**src/rtl/mpts_pkg.sv**
```systemverilog
package mpts_pkg;

  localparam int MAX_PROCS = 16;
  localparam int SLOT_W    = 4;
  localparam int CNT_W     = 5;
  localparam int TIME_W    = 16;
  localparam int PRIO_W    = 8;
  localparam int POL_W     = 3;
  localparam int KIND_W    = 2;

  localparam logic [KIND_W-1:0] KIND_ADD   = 2'd0;
  localparam logic [KIND_W-1:0] KIND_TICK  = 2'd1;
  localparam logic [KIND_W-1:0] KIND_CLEAR = 2'd2;

  localparam logic [POL_W-1:0] POL_FCFS_SLOT = 3'd0;
  localparam logic [POL_W-1:0] POL_FCFS_ARR  = 3'd1;
  localparam logic [POL_W-1:0] POL_PRIO_PRE  = 3'd2;
  localparam logic [POL_W-1:0] POL_PRIO_NON  = 3'd3;
  localparam logic [POL_W-1:0] POL_RR        = 3'd4;
  localparam logic [POL_W-1:0] POL_SJF       = 3'd5;
  localparam logic [POL_W-1:0] POL_SRTF      = 3'd6;
  localparam logic [POL_W-1:0] POL_UNUSED    = 3'd7;

  localparam logic REG_POLICY  = 1'b0;
  localparam logic REG_QUANTUM = 1'b1;

  typedef enum logic [3:0] {
    OP_NONE,
    OP_ADD,
    OP_CLEAR,
    OP_TICK_START,
    OP_TAKE_HOLD,
    OP_SCAN_START,
    OP_SCAN_STEP,
    OP_TAKE_BEST,
    OP_POP,
    OP_CAND_CHK,
    OP_EXEC,
    OP_REQUEUE,
    OP_OUT
  } dp_op_e;

  typedef struct packed {
    dp_op_e op;
    logic   admit;
    logic   drop_hold;
  } dp_cmd_t;

  typedef struct packed {
    logic hold_usable;
    logic cand_ready;
    logic scan_done;
    logic ring_empty;
    logic requeue;
    logic out_free;
  } dp_status_t;

endpackage

```
**src/rtl/mpts_ctrl.sv**
```systemverilog
module mpts_ctrl (
  input  logic                         clk_i,
  input  logic                         rst_ni,
  input  logic                         in_valid_i,
  output logic                         in_ready_o,
  input  logic [mpts_pkg::KIND_W-1:0]  kind_i,
  input  logic [mpts_pkg::POL_W-1:0]   pol_i,
  input  mpts_pkg::dp_status_t         status_i,
  output mpts_pkg::dp_cmd_t            cmd_o
);
  import mpts_pkg::*;

  typedef enum logic [3:0] {
    S_IDLE,
    S_TICK,
    S_PICK,
    S_ADMIT,
    S_POP,
    S_CAND,
    S_EXEC,
    S_RQ_ADMIT,
    S_OUT
  } state_e;

  state_e state_q;
  state_e state_d;
  logic   non_pre;

  assign non_pre    = (pol_i == POL_FCFS_ARR) || (pol_i == POL_PRIO_NON) || (pol_i == POL_SJF);
  assign in_ready_o = state_q == S_IDLE;

  always_comb begin
    state_d         = state_q;
    cmd_o.op        = OP_NONE;
    cmd_o.admit     = 1'b0;
    cmd_o.drop_hold = 1'b0;
    case (state_q)
      S_IDLE: begin
        if (in_valid_i) begin
          case (kind_i)
            KIND_ADD:   cmd_o.op = OP_ADD;
            KIND_CLEAR: cmd_o.op = OP_CLEAR;
            KIND_TICK: begin
              cmd_o.op = OP_TICK_START;
              state_d  = S_TICK;
            end
            default:    cmd_o.op = OP_NONE;
          endcase
        end
      end
      S_TICK: begin
        if ((pol_i == POL_RR || non_pre) && status_i.hold_usable) begin
          cmd_o.op = OP_TAKE_HOLD;
          state_d  = S_EXEC;
        end else if (pol_i == POL_RR) begin
          cmd_o.op        = OP_SCAN_START;
          cmd_o.drop_hold = 1'b1;
          state_d         = S_ADMIT;
        end else begin
          cmd_o.op = OP_SCAN_START;
          state_d  = S_PICK;
        end
      end
      S_PICK: begin
        if (status_i.scan_done) begin
          cmd_o.op = OP_TAKE_BEST;
          state_d  = S_EXEC;
        end else begin
          cmd_o.op = OP_SCAN_STEP;
        end
      end
      S_ADMIT: begin
        if (status_i.scan_done) begin
          state_d = S_POP;
        end else begin
          cmd_o.op    = OP_SCAN_STEP;
          cmd_o.admit = 1'b1;
        end
      end
      S_POP: begin
        if (status_i.ring_empty) begin
          state_d = S_EXEC;
        end else begin
          cmd_o.op = OP_POP;
          state_d  = S_CAND;
        end
      end
      S_CAND: begin
        cmd_o.op = OP_CAND_CHK;
        state_d  = status_i.cand_ready ? S_EXEC : S_POP;
      end
      S_EXEC: begin
        cmd_o.op = OP_EXEC;
        state_d  = status_i.requeue ? S_RQ_ADMIT : S_OUT;
      end
      S_RQ_ADMIT: begin
        if (status_i.scan_done) begin
          cmd_o.op = OP_REQUEUE;
          state_d  = S_OUT;
        end else begin
          cmd_o.op    = OP_SCAN_STEP;
          cmd_o.admit = 1'b1;
        end
      end
      S_OUT: begin
        if (status_i.out_free) begin
          cmd_o.op = OP_OUT;
          state_d  = S_IDLE;
        end
      end
      default: state_d = S_IDLE;
    endcase
  end

  always_ff @(posedge clk_i or negedge rst_ni) begin
    if (!rst_ni) begin
      state_q <= S_IDLE;
    end else begin
      state_q <= state_d;
    end
  end

endmodule

```
**config.mk**
```make
export PLATFORM = sky130hd
export DESIGN_NAME = mpts_ctrl
export DESIGN_NICKNAME = d
export VERILOG_FILES = /design/src/rtl/mpts_pkg.sv /design/src/rtl/mpts_ctrl.sv
export SDC_FILE = /design/constraint.sdc
export NUM_CORES = 1
export LEC_CHECK = 0
export ABC_AREA = 0
export BUFFER_PORTS_ARGS = -buffer_cell sky130_fd_sc_hd__buf_2
export CAP_MARGIN = 40
export CORE_MARGIN = 1.5
export CORE_UTILIZATION = 25
export CTS_CLUSTER_SIZE = 10
export DETAILED_ROUTE_END_ITERATION = 8
export GPL_TIMING_DRIVEN = 0
export HOLD_SLACK_MARGIN = 0.08
export PLACE_DENSITY = 0.45
export SYNTH_ARGS = -nofsm -noshare
export SYNTH_HDL_FRONTEND = slang
export SYNTH_SLANG_ARGS = --single-unit
```
**constraint.sdc**
```tcl
create_clock -name clk_i -period 1.8 [get_ports clk_i]
set_input_delay 0.27 -clock clk_i [delete_from_list [all_inputs] [get_ports clk_i]]
set_output_delay 0.27 -clock clk_i [all_outputs]
set_load 0.05 [all_outputs]
```
==> results.md, run 1 <==
- Peak VDD IR: 0.0008655 V
- Compound-Gate Fraction of Synth Area: 29.49%
- Largest net degree at the start of global routing: 11
- Initial Util: 27.13%
- Metal3 WL: 63 µm
- CTS tree: built
- Highest Signal Layer: met3
- Mux contribution to synthesized area: 0%
- Routed wire length per instance: 12.95 µm
- Die ar.: 0.002461 mm²
- Largest family of logic cells by synthesized area: simple AND/OR/NAND/NOR gates
- Met2 wire length: 741 µm
- Largest cells by area after synthesis: dfrtp_1 (18%), nor2b_1 (8.1%), nand3b_1 (5.5%)
- Initial antenna violation count: 0
- Clk_lat worst skew: 0.23 ns
- Startpoint types: flop
- Die Ht: 49.61 µm
- Ys async rst share: 100.0%
- Metal1 wirelength: 762 µm
- Cell count after synthesis: 66
- Via density: 5.074
- Max Freq: 539.1 MHz
- Seq cells post-synth: 4
- Critical Path RT: 1.53 ns
- Worst R2R End: state_q[1]
- First-pass GRT wire length: 2.863 mm
- Mapped Area: 543.0 µm²
- Slew Limit Fails: 0
- Ys flop type: dfrtp_1
- Library cells used by synthesis: 36
- XOR/XNOR share of the synthesized area: 0%
- Synth warn: 0
- Post-synthesis sequential area ratio: 18.43%
- Static leakage: 0.3791 nW
- # DRC: 0
- PD cells: 1977 mW/mm²
- Core area: 0.002002 mm²
- Register area: 102.6 µm²
- Port Buffer Count: 20
- Post-layout minimum cycle time: 1.855 ns
- Final Hold Slack: 0.3728 ns
- CTS clk-pin slew, worst paths: 0.04 ns
- Core Rows: 16
- CP arrival: 1.58 ns
- Synth top area share: 18.43%
- Worst r2r src: state_q[0]
- Boundary pin count: 21
- Top flop regs: state_q (4)
- EDFF count, synth: 0
- Top post-synthesis cells by count: nor2b_1 (7), nand2_1 (5), dfrtp_1 (4), inv_1 (4), nand3b_1 (4)
- Leading area contributor after synthesis: dfrtp_1
- Post-synthesis simple-gate area fraction: 40.09%
- PnR Total Power: 0.001695 W
- Hold/Removal Path Class: primary input to async pin
- GP Congestion: 0.7191
- Number of global-route vias before repair: 649
- Skew final: 0.001211 ns
- Fillers: 219
- RSZ-0062 raised after global routing: yes
- WL final: 1.567 mm
- Final worst slack: -0.05490 ns
- Max FFs per register: 4
- DR vias: 614
- # setup viols final: 1
- Slew HR: 76.20%
- Syn_area_per_cell: 8.228 µm²
- Detailed Place HPWL: 1.122 mm
- Root buf cell: clkbuf_4
- Fin crit share: 103.0%
- CP startpoint: state_q[1]
- Slew @ Worst Pin: 0.3520 ns
- Post-Synth Adder-Cell Area: 4.608%
- Maxcap violations: 0
- Multi-input logic area: 460.4 µm²
- # clock sinks: 4
- Status: finished, violations left
- Hold violation count in the final report: 0
- GR Overflow Total: 0
- Iteration-0 DRC Markers: 8
- Total CTS buffers: 3
- CTS max path bufs: 2
- Area delta synth->final: 57.83%
- Net count, final: 112
- Diode count: 0
- Crit. End Element: primary output
- Htree depth: 1
- DRT Pass-1 Iters: 4
- Failing checks: negative setup slack
- Syn_nets: 82
- Die width: 49.61 µm
- Total Routing Usage GR: 15.10%
- Share of cells above drive strength 1: 50.00%
- Critical path class: flop to primary output
- Internal reg-to-reg setup slack: 0.29 ns
- Crit path capture: cmd_o[2]
- R2r worst-path depth: 4
- Largest reg by FF count: state_q
- Top-count cell post-synth: nor2b_1
- Worst Path Max Fanout: 6
- Post-DRT Antenna Nets: 0
## layer usage
metal / vias up / track usage (%)
li1: 309 / -
met1: 288 / 19.14
met2: 17 / 25.56
met3: 0 / 3.333
met4: 0 / 4.167
met5: - / 0
## placed cells by master (no fill, tap or decap), types with 2 or more instances in the layout
cell and instances:
inv_1 4, dfrtp_1 2, nand3_1 2, buf_6 5, buf_2 15, a21oi_1 2
nand3b_1 4, nand2b_1 2, nor2b_1 7, buf_4 5, clkbuf_4 5, dfrtp_2 2
ha_1 2, o31ai_1 2, nand2_1 5, a211oi_1 2
## area by class of cell
class	instances	share of cell area (%)
tap	27	3.942
inverter	4	1.752
sequential	4	11.97
multi-input combinational	53	53.72
timing repair buffer	25	20.00
clock buffer	3	2.628
buffer	5	5.985
## power breakdown
group	switching, W	total (W)	internal, W
Sequential	0.0000600	0.000196	0.000136
Clock	0.0000326	0.000107	0.0000743
Combinational	0.000776	0.00139	0.000615
## worst min path at each step
stage	startpoint	end	slack [ns]	cells past startpoint
after floorplan	rst_ni	state_q[0]	-0.03	0
after detailed placement	rst_ni	state_q[0]	0.08	1
after CTS	rst_ni	state_q[3]	0.36	2
after global placement	rst_ni	state_q[0]	0.07	1
after global routing	rst_ni	state_q[3]	0.39	2
final	rst_ni	state_q[3]	0.37	2
## critical path: stages, from the launching register on
cell     delay (ns)
dfrtp_2        0.43
nor2b_1        0.23
o22ai_2        0.12
a221o_2        0.41
buf_8          0.16
## stage by stage
step	TNS (ns)	worst slack, ns	cells	util (%)	instance area, µm²
floorplan	-0.1938	-0.1098	66	-	578.1
global placement	-0.09057	-0.09057	113	35.56	711.9
detailed placement	-0.05434	-0.05434	113	35.56	711.9
CTS	-0.007608	-0.007608	121	41.88	838.3
global route	-0.2374	-0.1063	121	42.81	857.1
finish	-0.05490	-0.05490	121	42.81	857.1
## logic make-up (layout without fill, tap and decap cells)
kind of cell	after synthesis	in the layout
AND/OR/NAND/NOR	31	31
AO/OA/AOI/OAI	20	20
buffers and inverters	9	37
flip-flops	4	4
adder cells (fa/ha/maj)	2	2
## what timing repair did
action | CTS | global route
gates resized for setup | 20 | 6
endpoints found under the setup margin | 6 | 5
hold buffers | 1 | 0
endpoints found under the hold margin | 4 | 0
buffers inserted | 4 | 0
pin swaps | 3 | 2
No activity file was read; power rests on OpenSTA's default activity.
==> run 2, diff against run 1 <==
Settings changed: CELL_PAD_IN_SITES_DETAIL_PLACEMENT set to 1, CELL_PAD_IN_SITES_GLOBAL_PLACEMENT set to 1, GPL_TIMING_DRIVEN 0 to not set, PLACE_DENSITY 0.45 to 0.59.
==> results.md, run 2 (synthesis results as in run 1) <==
- Critical path class: flop to primary output
- Total CTS buffers: 3
- Static leakage: 0.3694 nW
- Diode count: 0
- GP Congestion: 0.7576
- Slew @ Worst Pin: 0.4363 ns
- Most common cell after layout, fill and taps aside: buf_2
- CP max stage cell: dfrtp_1
- Slew Limit Fails: 0
- CP arrival: 1.55 ns
- Slew HR: 70.74%
- Final Hold Slack: 0.3722 ns
- Iteration-0 DRC Markers: 6
- Critical Path RT: 1.53 ns
- Total negative slack: -0.02725 ns
- DRT Pass-1 Iters: 4
- Largest reg by FF count: state_q
- Peak VDD IR: 0.001057 V
- Maxcap violations: 0
- CTS tree: built
- Net count, final: 111
- Core area: 0.002002 mm²
- Status: finished, violations left
- PD cells: 2003 mW/mm²
- Final non-filler cell total: 120
- Port Buffer Count: 20
- Area delta synth->final: 52.07%
- Crit. End Element: primary output
- Die ar.: 0.002461 mm²
- Max Freq: 550.8 MHz
- CP cell instances: buf_12, nor4_4, o211a_1, a221o_2, buf_8
- CTS clk-pin slew, worst paths: 0.04 ns
- # clock sinks: 4
- Detailed Place HPWL: 1.323 mm
- Number of global-route vias before repair: 661
- Most frequent cells in the layout: buf_2 (15), buf_4 (9), nor2b_1 (7), nand2_1 (5)
- # setup viols final: 2
- Largest net degree at the start of global routing: 14
- Core Rows: 16
- Skew final: 0.001405 ns
- Via density: 5.067
- # DRC: 0
- CTS max path bufs: 2
- DR vias: 608
- Placed insts: 114
- Post-DRT Antenna Nets: 0
- RSZ-0062 raised after global routing: yes
- Htree depth: 1
- Failing checks: negative setup slack
- Slowest stage delay, CP: 0.39 ns
- Clk_lat worst skew: 0.23 ns
- Total Routing Usage GR: 16.19%
- WL final: 1.742 mm
- Internal reg-to-reg setup slack: 0.15 ns
- GR Overflow Total: 0
- Max FFs per register: 4
- Initial antenna violation count: 0
- Die Ht: 49.61 µm
- Fin crit share: 100.9%
- Routed wire length per instance: 14.52 µm
- Initial Util: 27.13%
- Root buf cell: clkbuf_4
- Hold violation count in the final report: 0
- Worst Path Max Fanout: 9
- Post-layout util: 41.25%
- Startpoint types: flop
- First-pass GRT wire length: 2.946 mm
- Die width: 49.61 µm
- Post-layout minimum cycle time: 1.815 ns
- Hold/Removal Path Class: primary input to async pin
- Final worst slack: -0.01542 ns
- Share of cells above drive strength 1: 47.31%
- Boundary pin count: 21
- Top flop regs: state_q (4)
==> run 2: per-layer routing <==
| metal | share of wire (%) | track usage [%] |
|---|---|---|
| met1 | 44 | 18.62 |
| met2 | 53 | 29.11 |
| met3 | 3.1 | 1.818 |
| met4 | 0 | 8.333 |
| met5 | 0 | 0 |
==> run 2: worst paths after layout <==
kind / startpoint / end / depth (start not counted)
min: rst_ni / state_q[1] / 2
min in group clk_i: status_i[5] / state_q[2] / 3
max in group asynchronous: rst_ni / state_q[0] / 2
max: state_q[2] / cmd_o[2] / 5
min reg2reg: state_q[2] / state_q[2] / 3
max reg2reg: state_q[0] / state_q[1] / 4
==> run 2: area by class of cell <==
cell class | instances | area [µm²]
timing repair buffer | 29 | 210.2
fill | 255 | 1176
tap | 27 | 33.78
inverter | 4 | 15.01
sequential | 4 | 101.3
clock buffer | 3 | 22.52
multi-input combinational | 53 | 442.9
==> run 2: through the flow <==
stage / instance area (µm²) / worst slack, ns / total power (W)
floorplan: 578.1 / -0.1098 / 0.001088
global placement: 744.5 / 0.09016 / 0.001397
detailed placement: 744.5 / 0.08264 / 0.001408
CTS: 825.8 / -0.03247 / 0.001668
global route: 825.8 / -0.07416 / 0.001756
finish: 825.8 / -0.01542 / 0.001654
==> run 2: what timing repair did <==
item	CTS	global route
setup buffers	2	0
hold buffers	1	0
gates resized for setup	11	0
pin swaps	3	1
hold endpoints to repair	4	0
setup endpoints to repair	5	5
==> run 2: power breakdown <==
part           leakage, nW  switching [W]  total (W)  internal, W
Clock               0.0138      0.0000358   0.000110    0.0000745
Combinational        0.306       0.000753    0.00134     0.000587
Sequential          0.0496      0.0000700   0.000204     0.000134
==> run 2: worst max-delay path, delay by kind of cell (launching register included) <==
kind                   cells  cell delay (ns)
AOI/OAI and AO/OA          2             0.35
buffers and inverters      2             0.29
DFF                        1             0.39
and+or+nand+nor            1             0.28
==> run 3, diff against run 2 <==
Settings changed: CORE_MARGIN 1.5 to not set.
==> results.md, run 3 (synthesis results as in run 1) <==
- Status: finished, violations left
- Failing checks: negative setup slack
- Total Routing Usage GR: 17.70%
- Largest net degree at the start of global routing: 11
- Metal1 wirelength: 796 µm
- # DRC: 0
- RSZ-0062 raised after global routing: yes
- DRT Pass-1 Iters: 5
- GR Overflow Total: 0
- Initial Util: 27.13%
- Root buf cell: clkbuf_4
- Core area: 0.002002 mm²
- GP Congestion: 0.7255
- Die ar.: 0.002362 mm²
- # setup viols final: 1
- CTS clk-pin slew, worst paths: 0.03 ns
- Static leakage: 0.3927 nW
- Area delta synth->final: 62.21%
- Top flop regs: state_q (4)
- Initial antenna violation count: 0
- Fin crit share: 101.5%
- Post-layout minimum cycle time: 1.826 ns
- Slew @ Worst Pin: 0.4060 ns
- Diode count: 0
- CP arrival: 1.56 ns
- Final worst slack: -0.02615 ns
- Max FFs per register: 4
- PnR Total Power: 0.001766 W
- Post-layout util: 44.00%
- # clock sinks: 4
- Htree depth: 1
- Net count, final: 115
- Critical path class: flop to primary output
- Worst Path Max Fanout: 4
- Fillers: 244
- Most frequent cells in the layout: buf_2 (14), buf_4 (11), nor2b_1 (7), nand2_1 (5), buf_6 (5)
- DR vias: 653
- Post-DRT Antenna Nets: 0
- WL final: 1.812 mm
- Clk_lat worst skew: 0.23 ns
- Die width: 48.61 µm
- Share of cells above drive strength 1: 51.55%
- Core Rows: 16
- Port Buffer Count: 20
- Slew Limit Fails: 0
- CTS tree: built
- Metal3 WL: 53 µm
- Hold violation count in the final report: 0
- Peak VDD IR: 0.001086 V
- Highest Signal Layer: met4
- Slew HR: 72.55%
- Critical Path RT: 1.53 ns
- Largest reg by FF count: state_q
- Startpoint types: flop
- Crit. End Element: primary output
- Die Ht: 48.61 µm
- Placed insts: 116
- Max Freq: 547.6 MHz
- Hold/Removal Path Class: primary input to async pin
- Total CTS buffers: 3
- First-pass GRT wire length: 3.194 mm
- Met2 wire length: 938 µm
- Final non-filler cell total: 124
- Detailed Place HPWL: 1.350 mm
- Boundary pin count: 21
- Iteration-0 DRC Markers: 5
- Most common cell after layout, fill and taps aside: buf_2
- Internal reg-to-reg setup slack: 0.24 ns
- CTS max path bufs: 2
- PD cells: 2005 mW/mm²
- Routed wire length per instance: 14.61 µm
- Maxcap violations: 0
- Skew final: 0.0003766 ns
- Via density: 5.266
- Number of global-route vias before repair: 705
[run 3: cell count changes in the layout (fill, tap and decap cells not counted), sizes merged]
cell    before  now
buf         28   31
clkbuf       3    4
[run 3: per-layer routing]
metal,global-route usage [%],up-vias
met4,7.353,0
met5,0,-
met2,32.18,23
met1,20.42,306
li1,-,317
met3,2.516,7
[run 3: area by class of cell]
class	instances	area (µm²)	area share [%]
tap	27	33.78	3.835
clock buffer	3	22.52	2.557
timing repair buffer	33	241.5	27.41
multi-input combinational	53	465.4	52.84
sequential	4	102.6	11.65
inverter	4	15.01	1.705
[run 3: worst paths after layout]
check                            startpoint          to  cells after the start
worst max register to register   state_q[1]  state_q[1]                      5
max in group asynchronous            rst_ni  state_q[0]                      2
worst min-delay path                 rst_ni  state_q[1]                      2
worst max-delay path             state_q[2]    cmd_o[2]                      5
worst min register to register   state_q[2]  state_q[2]                      3
min in group clk_i              status_i[5]  state_q[2]                      3
[run 3: worst max-delay path, cell delays in order (launching register included)]
cell,delay (ns)
dfrtp_1,0.41
buf_6,0.15
nor4_4,0.29
o211a_1,0.21
a221o_2,0.13
buf_8,0.14
[run 3: report_power, final]
group	switching (W)	total, W	internal [W]
clock	0.0000340	0.000108	0.0000744
combinational	0.000782	0.00144	0.000656
sequential	0.0000838	0.000219	0.000135
[run 3: per-stage QoR]
stage | hold slack [ns] | worst slack [ns] | TNS (ns) | instance area (µm²)
after floorplan | -0.02559 | -0.1098 | -0.1938 | 578.1
after global placement | 0.07844 | 0.1177 | 0 | 747.0
after detailed placement | 0.07980 | 0.1026 | 0 | 747.0
after CTS | 0.3691 | -0.04722 | -0.07288 | 853.3
after global routing | 0.3823 | -0.08613 | -0.1955 | 880.8
final | 0.3713 | -0.02615 | -0.02615 | 880.8
[run 3: what timing repair did]
| item | in CTS | in global routing |
|---|---|---|
| pin swaps | 2 | 2 |
| endpoints found under the setup margin | 4 | 6 |
| buffers inserted | 4 | 0 |
| resized for setup | 12 | 9 |
| endpoints found under the hold margin | 4 | 0 |
| hold buffers | 1 | 0 |
